### src/rtc_pkg.sv
// Shared types and constants of the RTP timestamp clock.
`default_nettype none

package rtc_pkg;

   // Field widths
   localparam int unsigned KEY_W   = 32;
   localparam int unsigned RATE_W  = 18;
   localparam int unsigned FRAME_W = 10;
   localparam int unsigned TS_W    = 32;
   localparam int unsigned IDLE_W  = 16;
   localparam int unsigned QUOT_W  = 9;   // rate / 1000 fits in 9 bits

   // Division of an 18-bit rate by 1000: (rate * RECIP_1000) >> RECIP_SHIFT
   localparam int unsigned RECIP_W     = 19;
   localparam int unsigned RECIP_SHIFT = 28;
   localparam logic [RECIP_W-1:0] RECIP_1000 = 19'd268436;

   // Operation codes
   localparam logic [2:0] OP_REGISTER   = 3'd0;
   localparam logic [2:0] OP_UNREGISTER = 3'd1;
   localparam logic [2:0] OP_GET_TS     = 3'd2;
   localparam logic [2:0] OP_READ_TS    = 3'd3;
   localparam logic [2:0] OP_TICK       = 3'd4;

   // Result status codes
   localparam logic [1:0] ST_OK         = 2'd0;
   localparam logic [1:0] ST_NOT_FOUND  = 2'd1;
   localparam logic [1:0] ST_TABLE_FULL = 2'd2;

   // Configuration register indexes
   localparam logic [1:0] CSR_INIT_TS      = 2'd0;
   localparam logic [1:0] CSR_DEFAULT_RATE = 2'd1;
   localparam logic [1:0] CSR_DEFAULT_FRAME = 2'd2;

   // Reset values of the working state and the saturation limit of the idle counter
   localparam logic [TS_W-1:0]    RESET_TS    = 32'd0;
   localparam logic [RATE_W-1:0]  RESET_RATE  = 18'd8000;
   localparam logic [FRAME_W-1:0] RESET_FRAME = 10'd20;
   localparam logic [IDLE_W-1:0]  IDLE_MAX    = 16'hFFFF;

   typedef struct packed {
      logic [2:0]         opcode;
      logic [KEY_W-1:0]   format_key;
      logic [RATE_W-1:0]  sampling_rate;
      logic [FRAME_W-1:0] frame_ms;
   } req_type;

   typedef struct packed {
      logic [1:0]       status;
      logic [TS_W-1:0]  timestamp;
      logic             time_based;
      logic [KEY_W-1:0] echoed_key;
   } rsp_type;

   // One table entry
   typedef struct packed {
      logic [KEY_W-1:0]   key;
      logic [RATE_W-1:0]  rate;
      logic [FRAME_W-1:0] frame;
   } entry_type;

   // Controller to datapath
   typedef struct packed {
      logic       load_item;
      logic       reg_write;
      logic       idx_clear;
      logic       idx_inc;
      logic       rd_issue;
      logic       shift_rd;
      logic       shift_wr;
      logic       count_dec;
      logic       mul_q;
      logic       mul_inc;
      logic       add_time;
      logic       sel_format;
      logic       tick;
      logic       rsp_load;
      logic [1:0] rsp_status;
   } cmd_type;

   // Datapath to controller
   typedef struct packed {
      logic [2:0] opcode;
      logic       full;
      logic       scan_end;
      logic       hit;
      logic       key_current;
      logic       shift_end;
   } stat_type;

endpackage

`default_nettype wire

### src/rtc_dpath.sv
// Datapath of the RTP timestamp clock: format table, timestamp arithmetic, result register.
`default_nettype none

module rtc_dpath #(
   parameter int unsigned TABLE_DEPTH        = 8,
   parameter int unsigned IDLE_LIMIT_SECONDS = 1
) (
   input  wire logic             clock,
   input  wire logic             reset,
   input  wire rtc_pkg::req_type req_payload,
   input  wire logic             csr_wr_en,
   input  wire logic [1:0]       csr_index,
   input  wire logic [31:0]      csr_wdata,
   input  wire rtc_pkg::cmd_type cmd,
   output rtc_pkg::stat_type     stat,
   output rtc_pkg::rsp_type      rsp_payload
);
   import rtc_pkg::*;

   localparam int unsigned IDX_W = (TABLE_DEPTH > 1) ? $clog2(TABLE_DEPTH) : 1;
   localparam int unsigned CNT_W = $clog2(TABLE_DEPTH + 1);

   // Table memory, one write and one registered read per cycle
   entry_type mem [TABLE_DEPTH];
   entry_type rd_data_ff;

   req_type            item_ff;
   logic [CNT_W-1:0]   count_ff, count_in;
   logic [CNT_W-1:0]   idx_ff, idx_in;
   logic [CNT_W-1:0]   idx_plus;
   logic [KEY_W-1:0]   cur_key_ff, cur_key_in;
   logic [RATE_W-1:0]  cur_rate_ff, cur_rate_in;
   logic [FRAME_W-1:0] cur_frame_ff, cur_frame_in;
   logic [TS_W-1:0]    rtp_time_ff, rtp_time_in;
   logic [IDLE_W-1:0]  idle_ff, idle_in;
   logic               last_tb_ff, last_tb_in;
   logic [QUOT_W-1:0]  quot_ff;
   logic [TS_W-1:0]    inc_ff;
   logic               tb_ff;
   rsp_type            rsp_ff;

   logic [RATE_W+RECIP_W-1:0]  recip_prod;
   logic [IDLE_W+RATE_W-1:0]   idle_prod;
   logic [FRAME_W+QUOT_W-1:0]  frame_prod;
   logic                       time_based;
   logic [IDX_W-1:0]           wr_addr;
   logic [IDX_W-1:0]           rd_addr;
   entry_type                  wr_data;
   logic                       ts_reply;
   logic                       wr_en;

   assign idx_plus = idx_ff + CNT_W'(1);

   // Status back to the controller
   assign stat.opcode      = item_ff.opcode;
   assign stat.full        = (count_ff == CNT_W'(TABLE_DEPTH));
   assign stat.scan_end    = (idx_ff >= count_ff);
   assign stat.hit         = (rd_data_ff.key == item_ff.format_key);
   assign stat.key_current = (item_ff.format_key == cur_key_ff);
   assign stat.shift_end   = (idx_plus >= count_ff);

   // Input transaction capture
   always_ff @(posedge clock) begin
      if (cmd.load_item) begin
         item_ff <= req_payload;
      end
   end

   // Table write and read ports
   assign wr_en   = cmd.reg_write | cmd.shift_wr;
   assign wr_addr = cmd.reg_write ? count_ff[IDX_W-1:0] : idx_ff[IDX_W-1:0];
   assign wr_data = cmd.reg_write ?
                    entry_type'{key: item_ff.format_key, rate: item_ff.sampling_rate,
                                frame: item_ff.frame_ms} : rd_data_ff;
   assign rd_addr = cmd.shift_rd ? idx_plus[IDX_W-1:0] : idx_ff[IDX_W-1:0];

   always_ff @(posedge clock) begin
      if (wr_en) begin
         mem[wr_addr] <= wr_data;
      end
      if (cmd.rd_issue | cmd.shift_rd) begin
         rd_data_ff <= mem[rd_addr];
      end
   end

   // Timestamp arithmetic: reciprocal division by 1000, then the increment
   assign recip_prod = cur_rate_ff * RECIP_1000;
   assign idle_prod  = idle_ff * cur_rate_ff;
   assign frame_prod = cur_frame_ff * quot_ff;
   assign time_based = (idle_ff > IDLE_W'(IDLE_LIMIT_SECONDS));

   always_ff @(posedge clock) begin
      if (cmd.mul_q) begin
         quot_ff <= recip_prod[RECIP_SHIFT +: QUOT_W];
      end
      if (cmd.mul_inc) begin
         tb_ff  <= time_based;
         inc_ff <= time_based ? idle_prod[TS_W-1:0] : TS_W'(frame_prod);
      end
   end

   // Next state of the control registers
   always_comb begin
      count_in     = count_ff;
      idx_in       = idx_ff;
      cur_key_in   = cur_key_ff;
      cur_rate_in  = cur_rate_ff;
      cur_frame_in = cur_frame_ff;
      rtp_time_in  = rtp_time_ff;
      idle_in      = idle_ff;
      last_tb_in   = last_tb_ff;

      if (cmd.reg_write) count_in = count_ff + CNT_W'(1);
      if (cmd.count_dec) count_in = count_ff - CNT_W'(1);
      if (cmd.idx_clear) idx_in = '0;
      if (cmd.idx_inc)   idx_in = idx_plus;

      if (cmd.add_time) begin
         rtp_time_in = rtp_time_ff + inc_ff;
         idle_in     = '0;
         last_tb_in  = tb_ff;
      end
      if (cmd.sel_format) begin
         cur_key_in   = item_ff.format_key;
         cur_rate_in  = rd_data_ff.rate;
         cur_frame_in = rd_data_ff.frame;
      end
      if (cmd.tick && (idle_ff != IDLE_MAX)) begin
         idle_in = idle_ff + IDLE_W'(1);
      end

      // Configuration writes load the working state at once
      if (csr_wr_en) begin
         unique case (csr_index)
            CSR_INIT_TS:       rtp_time_in  = csr_wdata;
            CSR_DEFAULT_RATE:  cur_rate_in  = csr_wdata[RATE_W-1:0];
            CSR_DEFAULT_FRAME: cur_frame_in = csr_wdata[FRAME_W-1:0];
            default: ;
         endcase
      end
   end

   always_ff @(posedge clock) begin
      if (reset) begin
         count_ff     <= '0;
         idx_ff       <= '0;
         cur_key_ff   <= '0;
         cur_rate_ff  <= RESET_RATE;
         cur_frame_ff <= RESET_FRAME;
         rtp_time_ff  <= RESET_TS;
         idle_ff      <= '0;
         last_tb_ff   <= 1'b0;
      end else begin
         count_ff     <= count_in;
         idx_ff       <= idx_in;
         cur_key_ff   <= cur_key_in;
         cur_rate_ff  <= cur_rate_in;
         cur_frame_ff <= cur_frame_in;
         rtp_time_ff  <= rtp_time_in;
         idle_ff      <= idle_in;
         last_tb_ff   <= last_tb_in;
      end
   end

   // Result register
   assign ts_reply = (cmd.rsp_status == ST_OK) &&
                     ((item_ff.opcode == OP_GET_TS) || (item_ff.opcode == OP_READ_TS));

   always_ff @(posedge clock) begin
      if (cmd.rsp_load) begin
         rsp_ff.status     <= cmd.rsp_status;
         rsp_ff.timestamp  <= ts_reply ? rtp_time_ff : '0;
         rsp_ff.time_based <= last_tb_ff;
         rsp_ff.echoed_key <= ((cmd.rsp_status == ST_OK) && (item_ff.opcode == OP_REGISTER)) ?
                              item_ff.format_key : '0;
      end
   end

   assign rsp_payload = rsp_ff;

endmodule

`default_nettype wire

### src/rtc_ctrl.sv
// Controller of the RTP timestamp clock: sequences lookup, shift, advance and reply.
`default_nettype none

module rtc_ctrl (
   input  wire logic              clock,
   input  wire logic              reset,
   input  wire logic              req_valid,
   output logic                   req_ready,
   output logic                   rsp_valid,
   input  wire logic              rsp_ready,
   input  wire rtc_pkg::stat_type stat,
   output rtc_pkg::cmd_type       cmd
);
   import rtc_pkg::*;

   localparam logic [3:0] S_IDLE     = 4'd0;
   localparam logic [3:0] S_DECODE   = 4'd1;
   localparam logic [3:0] S_SCAN_RD  = 4'd2;
   localparam logic [3:0] S_SCAN_CMP = 4'd3;
   localparam logic [3:0] S_SHIFT_RD = 4'd4;
   localparam logic [3:0] S_SHIFT_WR = 4'd5;
   localparam logic [3:0] S_MUL_Q    = 4'd6;
   localparam logic [3:0] S_MUL_INC  = 4'd7;
   localparam logic [3:0] S_ADD      = 4'd8;
   localparam logic [3:0] S_FINISH   = 4'd9;

   logic [3:0] state_ff, state_in;
   logic [1:0] status_ff, status_in;
   logic       rsp_valid_ff, rsp_valid_in;
   logic       slot_free;

   assign req_ready = (state_ff == S_IDLE);
   assign rsp_valid = rsp_valid_ff;
   assign slot_free = !rsp_valid_ff || rsp_ready;

   // Next state and commands
   always_comb begin
      state_in       = state_ff;
      status_in      = status_ff;
      cmd            = '0;
      cmd.rsp_status = status_ff;

      unique case (state_ff)
         S_IDLE: begin
            if (req_valid) begin
               cmd.load_item = 1'b1;
               status_in     = ST_OK;
               state_in      = S_DECODE;
            end
         end
         S_DECODE: begin
            state_in = S_FINISH;
            unique case (stat.opcode)
               OP_REGISTER: begin
                  if (stat.full) begin
                     status_in = ST_TABLE_FULL;
                  end else begin
                     cmd.reg_write = 1'b1;
                  end
               end
               OP_UNREGISTER: begin
                  cmd.idx_clear = 1'b1;
                  state_in      = S_SCAN_RD;
               end
               OP_GET_TS: begin
                  if (stat.key_current) begin
                     state_in = S_MUL_Q;
                  end else begin
                     cmd.idx_clear = 1'b1;
                     state_in      = S_SCAN_RD;
                  end
               end
               OP_TICK: cmd.tick = 1'b1;
               default: ;
            endcase
         end
         S_SCAN_RD: begin
            if (stat.scan_end) begin
               status_in = ST_NOT_FOUND;
               state_in  = S_FINISH;
            end else begin
               cmd.rd_issue = 1'b1;
               state_in     = S_SCAN_CMP;
            end
         end
         S_SCAN_CMP: begin
            if (!stat.hit) begin
               cmd.idx_inc = 1'b1;
               state_in    = S_SCAN_RD;
            end else if (stat.opcode == OP_UNREGISTER) begin
               state_in = S_SHIFT_RD;
            end else begin
               state_in = S_MUL_Q;
            end
         end
         // Close the gap one entry at a time
         S_SHIFT_RD: begin
            if (stat.shift_end) begin
               cmd.count_dec = 1'b1;
               state_in      = S_FINISH;
            end else begin
               cmd.shift_rd = 1'b1;
               state_in     = S_SHIFT_WR;
            end
         end
         S_SHIFT_WR: begin
            cmd.shift_wr = 1'b1;
            cmd.idx_inc  = 1'b1;
            state_in     = S_SHIFT_RD;
         end
         S_MUL_Q: begin
            cmd.mul_q = 1'b1;
            state_in  = S_MUL_INC;
         end
         S_MUL_INC: begin
            cmd.mul_inc = 1'b1;
            state_in    = S_ADD;
         end
         S_ADD: begin
            cmd.add_time   = 1'b1;
            cmd.sel_format = !stat.key_current;
            state_in       = S_FINISH;
         end
         S_FINISH: begin
            if (slot_free) begin
               cmd.rsp_load = 1'b1;
               state_in     = S_IDLE;
            end
         end
         default: state_in = S_IDLE;
      endcase
   end

   // Result valid flag
   always_comb begin
      if (cmd.rsp_load) begin
         rsp_valid_in = 1'b1;
      end else if (rsp_ready) begin
         rsp_valid_in = 1'b0;
      end else begin
         rsp_valid_in = rsp_valid_ff;
      end
   end

   always_ff @(posedge clock) begin
      if (reset) begin
         state_ff     <= S_IDLE;
         status_ff    <= ST_OK;
         rsp_valid_ff <= 1'b0;
      end else begin
         state_ff     <= state_in;
         status_ff    <= status_in;
         rsp_valid_ff <= rsp_valid_in;
      end
   end

endmodule

`default_nettype wire

### src/rtp_timestamp_clock_top.sv
// Top level of the RTP timestamp clock.
//
// RTP timestamp clock with a table of up to TABLE_DEPTH registered media formats. One
// request transaction is worked on at a time; the result register lets a new request be
// taken while the previous result still waits. Register, read-latest and tick requests
// go from decode straight to the finish state, which loads the result register. A
// timestamp request with the current key first passes through the reciprocal division
// of the rate by 1000, the increment multiply and the add. A lookup walks the table
// through its single registered read port with a read and a compare state per entry
// examined, and an unregister closes the gap with a read and a write state per entry
// moved. The entries examined and moved together cover the table once. Configuration
// writes take effect at once.
`default_nettype none

module rtp_timestamp_clock_top #(
   parameter int unsigned TABLE_DEPTH        = 8,
   parameter int unsigned IDLE_LIMIT_SECONDS = 1
) (
   input  wire logic             clock,
   input  wire logic             reset,
   input  wire logic             req_valid,
   output logic                  req_ready,
   input  wire rtc_pkg::req_type req_payload,
   output logic                  rsp_valid,
   input  wire logic             rsp_ready,
   output rtc_pkg::rsp_type      rsp_payload,
   input  wire logic             csr_wr_en,
   input  wire logic [1:0]       csr_index,
   input  wire logic [31:0]      csr_wdata
);
   import rtc_pkg::*;

   cmd_type  cmd;
   stat_type stat;

   rtc_ctrl u_ctrl (
      .clock     (clock),
      .reset     (reset),
      .req_valid (req_valid),
      .req_ready (req_ready),
      .rsp_valid (rsp_valid),
      .rsp_ready (rsp_ready),
      .stat      (stat),
      .cmd       (cmd)
   );

   rtc_dpath #(
      .TABLE_DEPTH        (TABLE_DEPTH),
      .IDLE_LIMIT_SECONDS (IDLE_LIMIT_SECONDS)
   ) u_dpath (
      .clock       (clock),
      .reset       (reset),
      .req_payload (req_payload),
      .csr_wr_en   (csr_wr_en),
      .csr_index   (csr_index),
      .csr_wdata   (csr_wdata),
      .cmd         (cmd),
      .stat        (stat),
      .rsp_payload (rsp_payload)
   );

endmodule

`default_nettype wire

### config.mk
export PLATFORM = sky130hd
export DESIGN_NAME = rtp_timestamp_clock_top
export DESIGN_NICKNAME = d
export VERILOG_FILES = /design/src/rtc_pkg.sv /design/src/rtc_dpath.sv /design/src/rtc_ctrl.sv /design/src/rtp_timestamp_clock_top.sv
export SDC_FILE = /design/constraint.sdc
export NUM_CORES = 2
export LEC_CHECK = 0
export BUFFER_PORTS_ARGS = -buffer_cell sky130_fd_sc_hd__buf_2
export CORE_AREA = 5 5 273 341
export CTS_CLUSTER_SIZE = 12
export DETAILED_ROUTE_END_ITERATION = 8
export DIE_AREA = 0 0 278 346
export PLACE_DENSITY = 0.76
export SLEW_MARGIN = 20
export SYNTH_ARGS = -nofsm -noshare
export SYNTH_HDL_FRONTEND = slang
export SYNTH_SLANG_ARGS = --single-unit
### constraint.sdc
create_clock -name clock -period 6.4 [get_ports clock]
set_input_delay 1.28 -clock clock [delete_from_list [all_inputs] [get_ports clock]]
set_output_delay 1.28 -clock clock [all_outputs]
set_load 0.005 [all_outputs]
# Word level (Yosys, flattened, before mapping)
# Memory sizes are Yosys's and may differ from the RTL's. A register that Yosys moved wholly into a read port is not among the register bits.
# Index checks and enable logic that the tools add are counted.
# totals
out_inout_bits,69
input_bits,102
mem_count,1
regBits,296
mem_bits_rw,480
word_cells,139
# op_classes
eq_ne,24
n_reduce_logical,18
mul,3
n_lt_le_gt_ge,3
muxes,60
bitwise_logic,2
n_addsub,5
# memory_table
memory,depth,width,rd,rd_ports_with_merged_regs,write_ports,line,source
u_dpath.mem,8,60,1,1,1,rtc_dpath.sv:24,entry_type mem [TABLE_DEPTH];
# ops
operator,count
two-way mux 32 bit,3
equality test 32 bit,2
two-way mux 60 bit,1
two-way mux 18 bit,3
case mux 4 bit (10 select lines),1
two-way mux 4 bit,9
multiplier 18 x 17 -> 35 bit (second input constant),1
adder 32 bit,1
multiplier 16 x 18 -> 32 bit,1
two-way mux 16 bit,2
two-way mux 10 bit,3
two-way mux 1 bit,23
multiplier 10 x 9 -> 19 bit,1
two-way mux 19 bit,1
adder 16 x 1 -> 16 bit (second input constant),1
equality test 4 x 3 -> 1 bit (second input constant),4
> comparator 16 x 1 -> 1 bit (second input constant),1
!= test 16 bit (second input constant),1
two-way mux 2 bit,7
equality test 4 bit (second input constant),3
two-way mux 3 bit,3
adder 4 x 1 -> 4 bit (second input constant),2
equality test 4 x 2 -> 1 bit (second input constant),2
greater-or-equal comparator 4 bit,2
23 further kinds,37

# Longest topological paths before layout
# logic_depth
word_depth,7
mapped_depth,25
depth_no_buf,22

# By module
# From an unflattened synthesis, not the netlist that was laid out.
# unflattened
hier_cells,3903
area_unflattened_um2,50224.4
# modules_own_cells
module,area_per_inst_um2,cells_per_inst,n_inst,seq_area_each_um2
rtc_dpath,49603.8,3820,1,23722.8
rtc_ctrl,620.6,83,1,140.1

# Worst setup path before layout
# Ideal clock, no wire load.
# synth_path
path_kind,register to register
startpoint,register u_dpath.idle_ff[7]
endpoint,register u_dpath.inc_ff[30] (data pin)
n_path_buf,3
arrival_time_ns,6.366
slack_ns,-0.232
stages_incl_launch_ff,26
synth_period_minus_slack_ns,6.632
setup_time_ns,0.266
cell_sequence,dfxtp_1 clkbuf_1 clkbuf_1 clkbuf_1 nand2_1 fa_1 inv_1 fa_1 inv_1 fa_1 inv_1 fa_1 fa_1 inv_1 fa_1 inv_1 ha_1 and3_1 and3_1 and3_1 a211o_1 o31ai_2 o211ai_1 a31oi_1 xor2_1 nor2_1
# synth_between
elab_chain_len,1
elab_cells_between_ends,2
cone_classes,mul: 1; order compare: 1
# synth_lines
element,line,source
from (decl),rtc_dpath.sv:35,"logic [IDLE_W-1:0] idle_ff, idle_in;"
from (signal assigned),rtc_dpath.sv:160,idle_ff <= idle_in;
multiplier 16 x 18 -> 32 bit or > comparator 16 x 1 -> 1 bit (tied branches),"rtc_dpath.sv:88, rtc_dpath.sv:90",
to (signal assigned),rtc_dpath.sv:98,inc_ff <= time_based ? idle_prod[TS_W-1:0] : TS_W'(frame_prod);
to (decl),rtc_dpath.sv:38,logic [TS_W-1:0] inc_ff;
# Several ways; a longest one is shown, not always the timed one.
# A chain may end at the register's enable or synchronous reset.

# Final worst setup path
# layout_path
startpoint,register u_dpath.cur_rate_ff[8]
endpoint,register u_dpath.inc_ff[31] (data pin)
# layout_between
elab_chain_len,1
# layout_lines
element,line,source
from (decl),rtc_dpath.sv:32,"logic [RATE_W-1:0] cur_rate_ff, cur_rate_in;"
from (signal assigned),rtc_dpath.sv:157,cur_rate_ff <= cur_rate_in;
multiplier 16 x 18 -> 32 bit,rtc_dpath.sv:88,assign idle_prod = idle_ff * cur_rate_ff;
# Every way passes these cells.

==> out/metrics.yaml <==
multi_input_area_um2: 24150
syn_inst: 4276
slew_viol_final: 0
hold_slack_ns: 0.4959
utilization_pct: 62.14
numPortBuffers: 170
hold_path_depth: 2
final_cell_mix: "edfxtp_1 (712), nand2_1 (612), inv_1 (459)"
ys_seq_area_share_pct: 47.33
final_common_cell: "edfxtp_1"
htreeDepth: 3
grt_pass1_wl_um: 198300
seq_area_um2: 23910
crit_end: "u_dpath.inc_ff[31]"
finalCritPeriodShare_pct: 96.16
synth-seq-cells: 836
power_leakage_nw: 22.36
synth_area_um2: 50420
synth_edf_count: 712
tns_ns: 0
relSlewSlack_pct: 24.97
clockBufferDepth: 3
power_mw: 13.84
fillers: 6968
final_design_area_no_fill_um2: 55650
drt_iter0_markers: 2727
post-route-min-period_ns: 6.154
via_count: 33290
wirelength_um: 129300
p_per_area_nw_per_um2: 248.8
worstPathArrival_ns: 6.54
r2r_start: "u_dpath.cur_rate_ff[8]"
ff2ff_path_depth: 20
maxCapViolations: 0
die_h_um: 346
synth_fp_nets: 5027
crit_path_end_kind: "flip-flop"
die_x_um: 278
cts_sinks: 836
fmax_mhz: 162.5
cts_buffers: 85
start_util_pct: 56.29
clkSlewWorstSetupHoldPaths_ns: 0.06
tightest_slew_ns: 1.122
holdCritPathClass: "flip-flop to flip-flop"
wire_per_inst_um: 22.73
cts_tree: "yes"
gr-total-overflow: 0
drive_gt1_share_pct: 11.60
rows: 123
critPathLaunchType: "flip-flop"
place_area_um2: 52960
synth_area_per_cell_um2: 11.79
dpl.hpwl_um: 88900
reg2reg_to: "u_dpath.inc_ff[31]"
nets: 5194
grt_max_degree: 70
ios: 171
reg2reg_slack_ns: 0.25
yosysWarnings: 0
cts_root_buf: "clkbuf_16"
synth_ff_type: "edfxtp_1"
setup_viol: 0
gr-usage-all-layers_pct: 26.57
antenna_found_initial: 1
core_region_area_um2: 89570
ir_worst_vdd_uv: 252.5
synth_cell_type_count: 84
async_flop_share_pct: 0
clock_latency_ns: 0.66
grt_pass1_vias: 34450
status: "completed"
area_growth_pct: 10.38
first_pass_iters: 6
die_area_um2: 96190
crit_type: "flip-flop to flip-flop"
diodes: 0
drc: 0
critPathRequiredTime_ns: 6.79
cts_setup_buffers: 0
crit_start: "u_dpath.cur_rate_ff[8]"
final_hold_viol_count: 0
ant_nets: 0
finClkSkew_ns: 0.04134
place.gp.congestion: 0.9494
cp_max_fo: 8
vias_per_cell: 5.853
-- metrics by stage --
stage	setup slack (ns)	std cells
2_1_floorplan	0.03151	4276
3_3_place_gp	0.09913	5543
3_5_place_dp	0.03548	5543
4_1_cts	0.06800	5687
5_1_grt	-0.001619	5687
6_report	0.2457	5687
-- where the power goes --
part | total (mW) | switching [mW] | internal [mW] | leakage (nW)
logic | 2.89 | 1.70 | 1.19 | 13.7
clock network | 4.63 | 2.08 | 2.55 | 1.22
registers | 6.32 | 0.192 | 6.13 | 7.46
-- sequential cells by signal, summed over array words and instances, names as in the netlist --
name / cells
u_dpath.last_tb_ff: 1
u_dpath.idx_ff: 4
u_dpath.inc_ff: 32
u_dpath.quot_ff: 9
u_dpath.tb_ff: 1
u_dpath.item_ff: 60
u_ctrl.state_ff: 4
u_ctrl.rsp_valid: 1
u_dpath.idle_ff: 16
u_dpath.cur_rate_ff: 18
u_dpath.stat: 3
u_dpath.count_ff: 4
u_dpath.rsp_payload: 67
u_dpath.rtp_time_ff: 32
u_dpath.cur_key_ff: 32
u_dpath.cur_frame_ff: 10
u_dpath.mem: 480
u_dpath.rd_data_ff: 60
u_ctrl.status_ff: 2
-- cell families (layout without fill, tap and decap cells) --
kind of cell             count (synthesis)  count (layout)  share of synthesized area (%)
buffers and inverters                  665             889                          5.211
adder cells (fa/ha/maj)                649             649                          20.96
XOR/XNOR                               145             145                          2.556
AO/OA/AOI/OAI                          502             502                          7.720
multiplexers                           248             248                          4.936
AND/OR/NAND/NOR                       1231            1231                          11.29
flip-flops                             836             836                          47.33
-- layer usage --
metal	global-route usage [%]	vias to the layer above	part of all wire (%)
li1	-	15060	-
met1	33.08	16570	38
met5	0	-	0
met2	45.54	1341	49
met4	13.26	0	5.8
met3	4.002	311	6.8
-- worst max-delay path: stages (launching register included) --
cell     delay [ns]
dfxtp_4        0.41
buf_4          0.18
nand2_1        0.08
fa_1           0.49
inv_1          0.05
fa_1           0.48
fa_1           0.57
fa_1           0.44
fa_1           0.53
inv_1          0.06
fa_1           0.47
inv_1          0.05
ha_1           0.31
and3_1         0.19
a221o_1        0.34
or4_1          0.40
o21ai_1        0.20
a31oi_2        0.19
a41oi_1        0.28
xnor2_1        0.14
nor2_1         0.05
-- synth_stat cells (5+ instances only) --
cell type / count / share of area (%)
inv_1: 459 / 3.4
nand3_1: 27 / 0.27
nand2_1: 613 / 4.6
nor2_1: 191 / 1.4
a32o_1: 60 / 1.2
nor3_1: 24 / 0.24
a211o_1: 5 / 0.087
buf_2: 14 / 0.14
mux2_2: 5 / 0.11
or3_1: 8 / 0.099
xor2_1: 99 / 1.7
o21a_1: 12 / 0.18
a21o_1: 37 / 0.55
o21bai_1: 6 / 0.089
nor4_1: 23 / 0.29
or2_2: 16 / 0.20
o31ai_1: 7 / 0.10
ha_1: 323 / 8.0
xnor2_1: 45 / 0.78
clkbuf_1: 160 / 1.2
a21oi_1: 105 / 1.0
fa_1: 326 / 13
a22oi_1: 5 / 0.074
o21ai_0: 71 / 0.70
dfxtp_1: 124 / 4.9
o211ai_1: 8 / 0.12
a221oi_1: 20 / 0.35
a311oi_1: 22 / 0.38
a221oi_2: 42 / 1.3
nand4_1: 12 / 0.15
edfxtp_1: 712 / 42
a211oi_1: 39 / 0.58
nand2b_1: 16 / 0.20
and2_1: 238 / 3.0
nor2b_1: 11 / 0.14
and3_1: 21 / 0.26
buf_4: 24 / 0.36
mux2i_1: 243 / 4.8
o21ai_1: 10 / 0.099
a31oi_1: 17 / 0.21
nand3b_1: 6 / 0.089
-- cell type report --
type                            count  area share [%]
Tap cell                         1187           2.669
Clock inverter                     19          0.3934
Timing Repair Buffer              285           3.287
Clock buffer                      125           4.204
Inverter                          460           3.103
Multi-Input combinational cell   2775           43.39
Sequential cell                   836           42.95
-- timing repair --
action,4_1_cts,5_1_grt
setup endpoints to repair,0,11
resized for setup,0,50
hold buffers,0,0
-- worst min-delay path by stage --
stage                     slack [ns]                   start                       to
final                           0.50  u_dpath.rtp_time_ff[3]   u_dpath.rtp_time_ff[3]
after global routing            0.53  u_dpath.rtp_time_ff[3]   u_dpath.rtp_time_ff[3]
after CTS                       0.50  u_dpath.rtp_time_ff[3]   u_dpath.rtp_time_ff[3]
after detailed placement        0.49  u_dpath.rtp_time_ff[3]   u_dpath.rtp_time_ff[3]
after global placement          0.48           u_dpath.tb_ff       u_dpath.last_tb_ff
after floorplan                 0.41      u_dpath.last_tb_ff  u_dpath.rsp_payload[32]
Note: power is estimated with default switching activity, not from simulation.
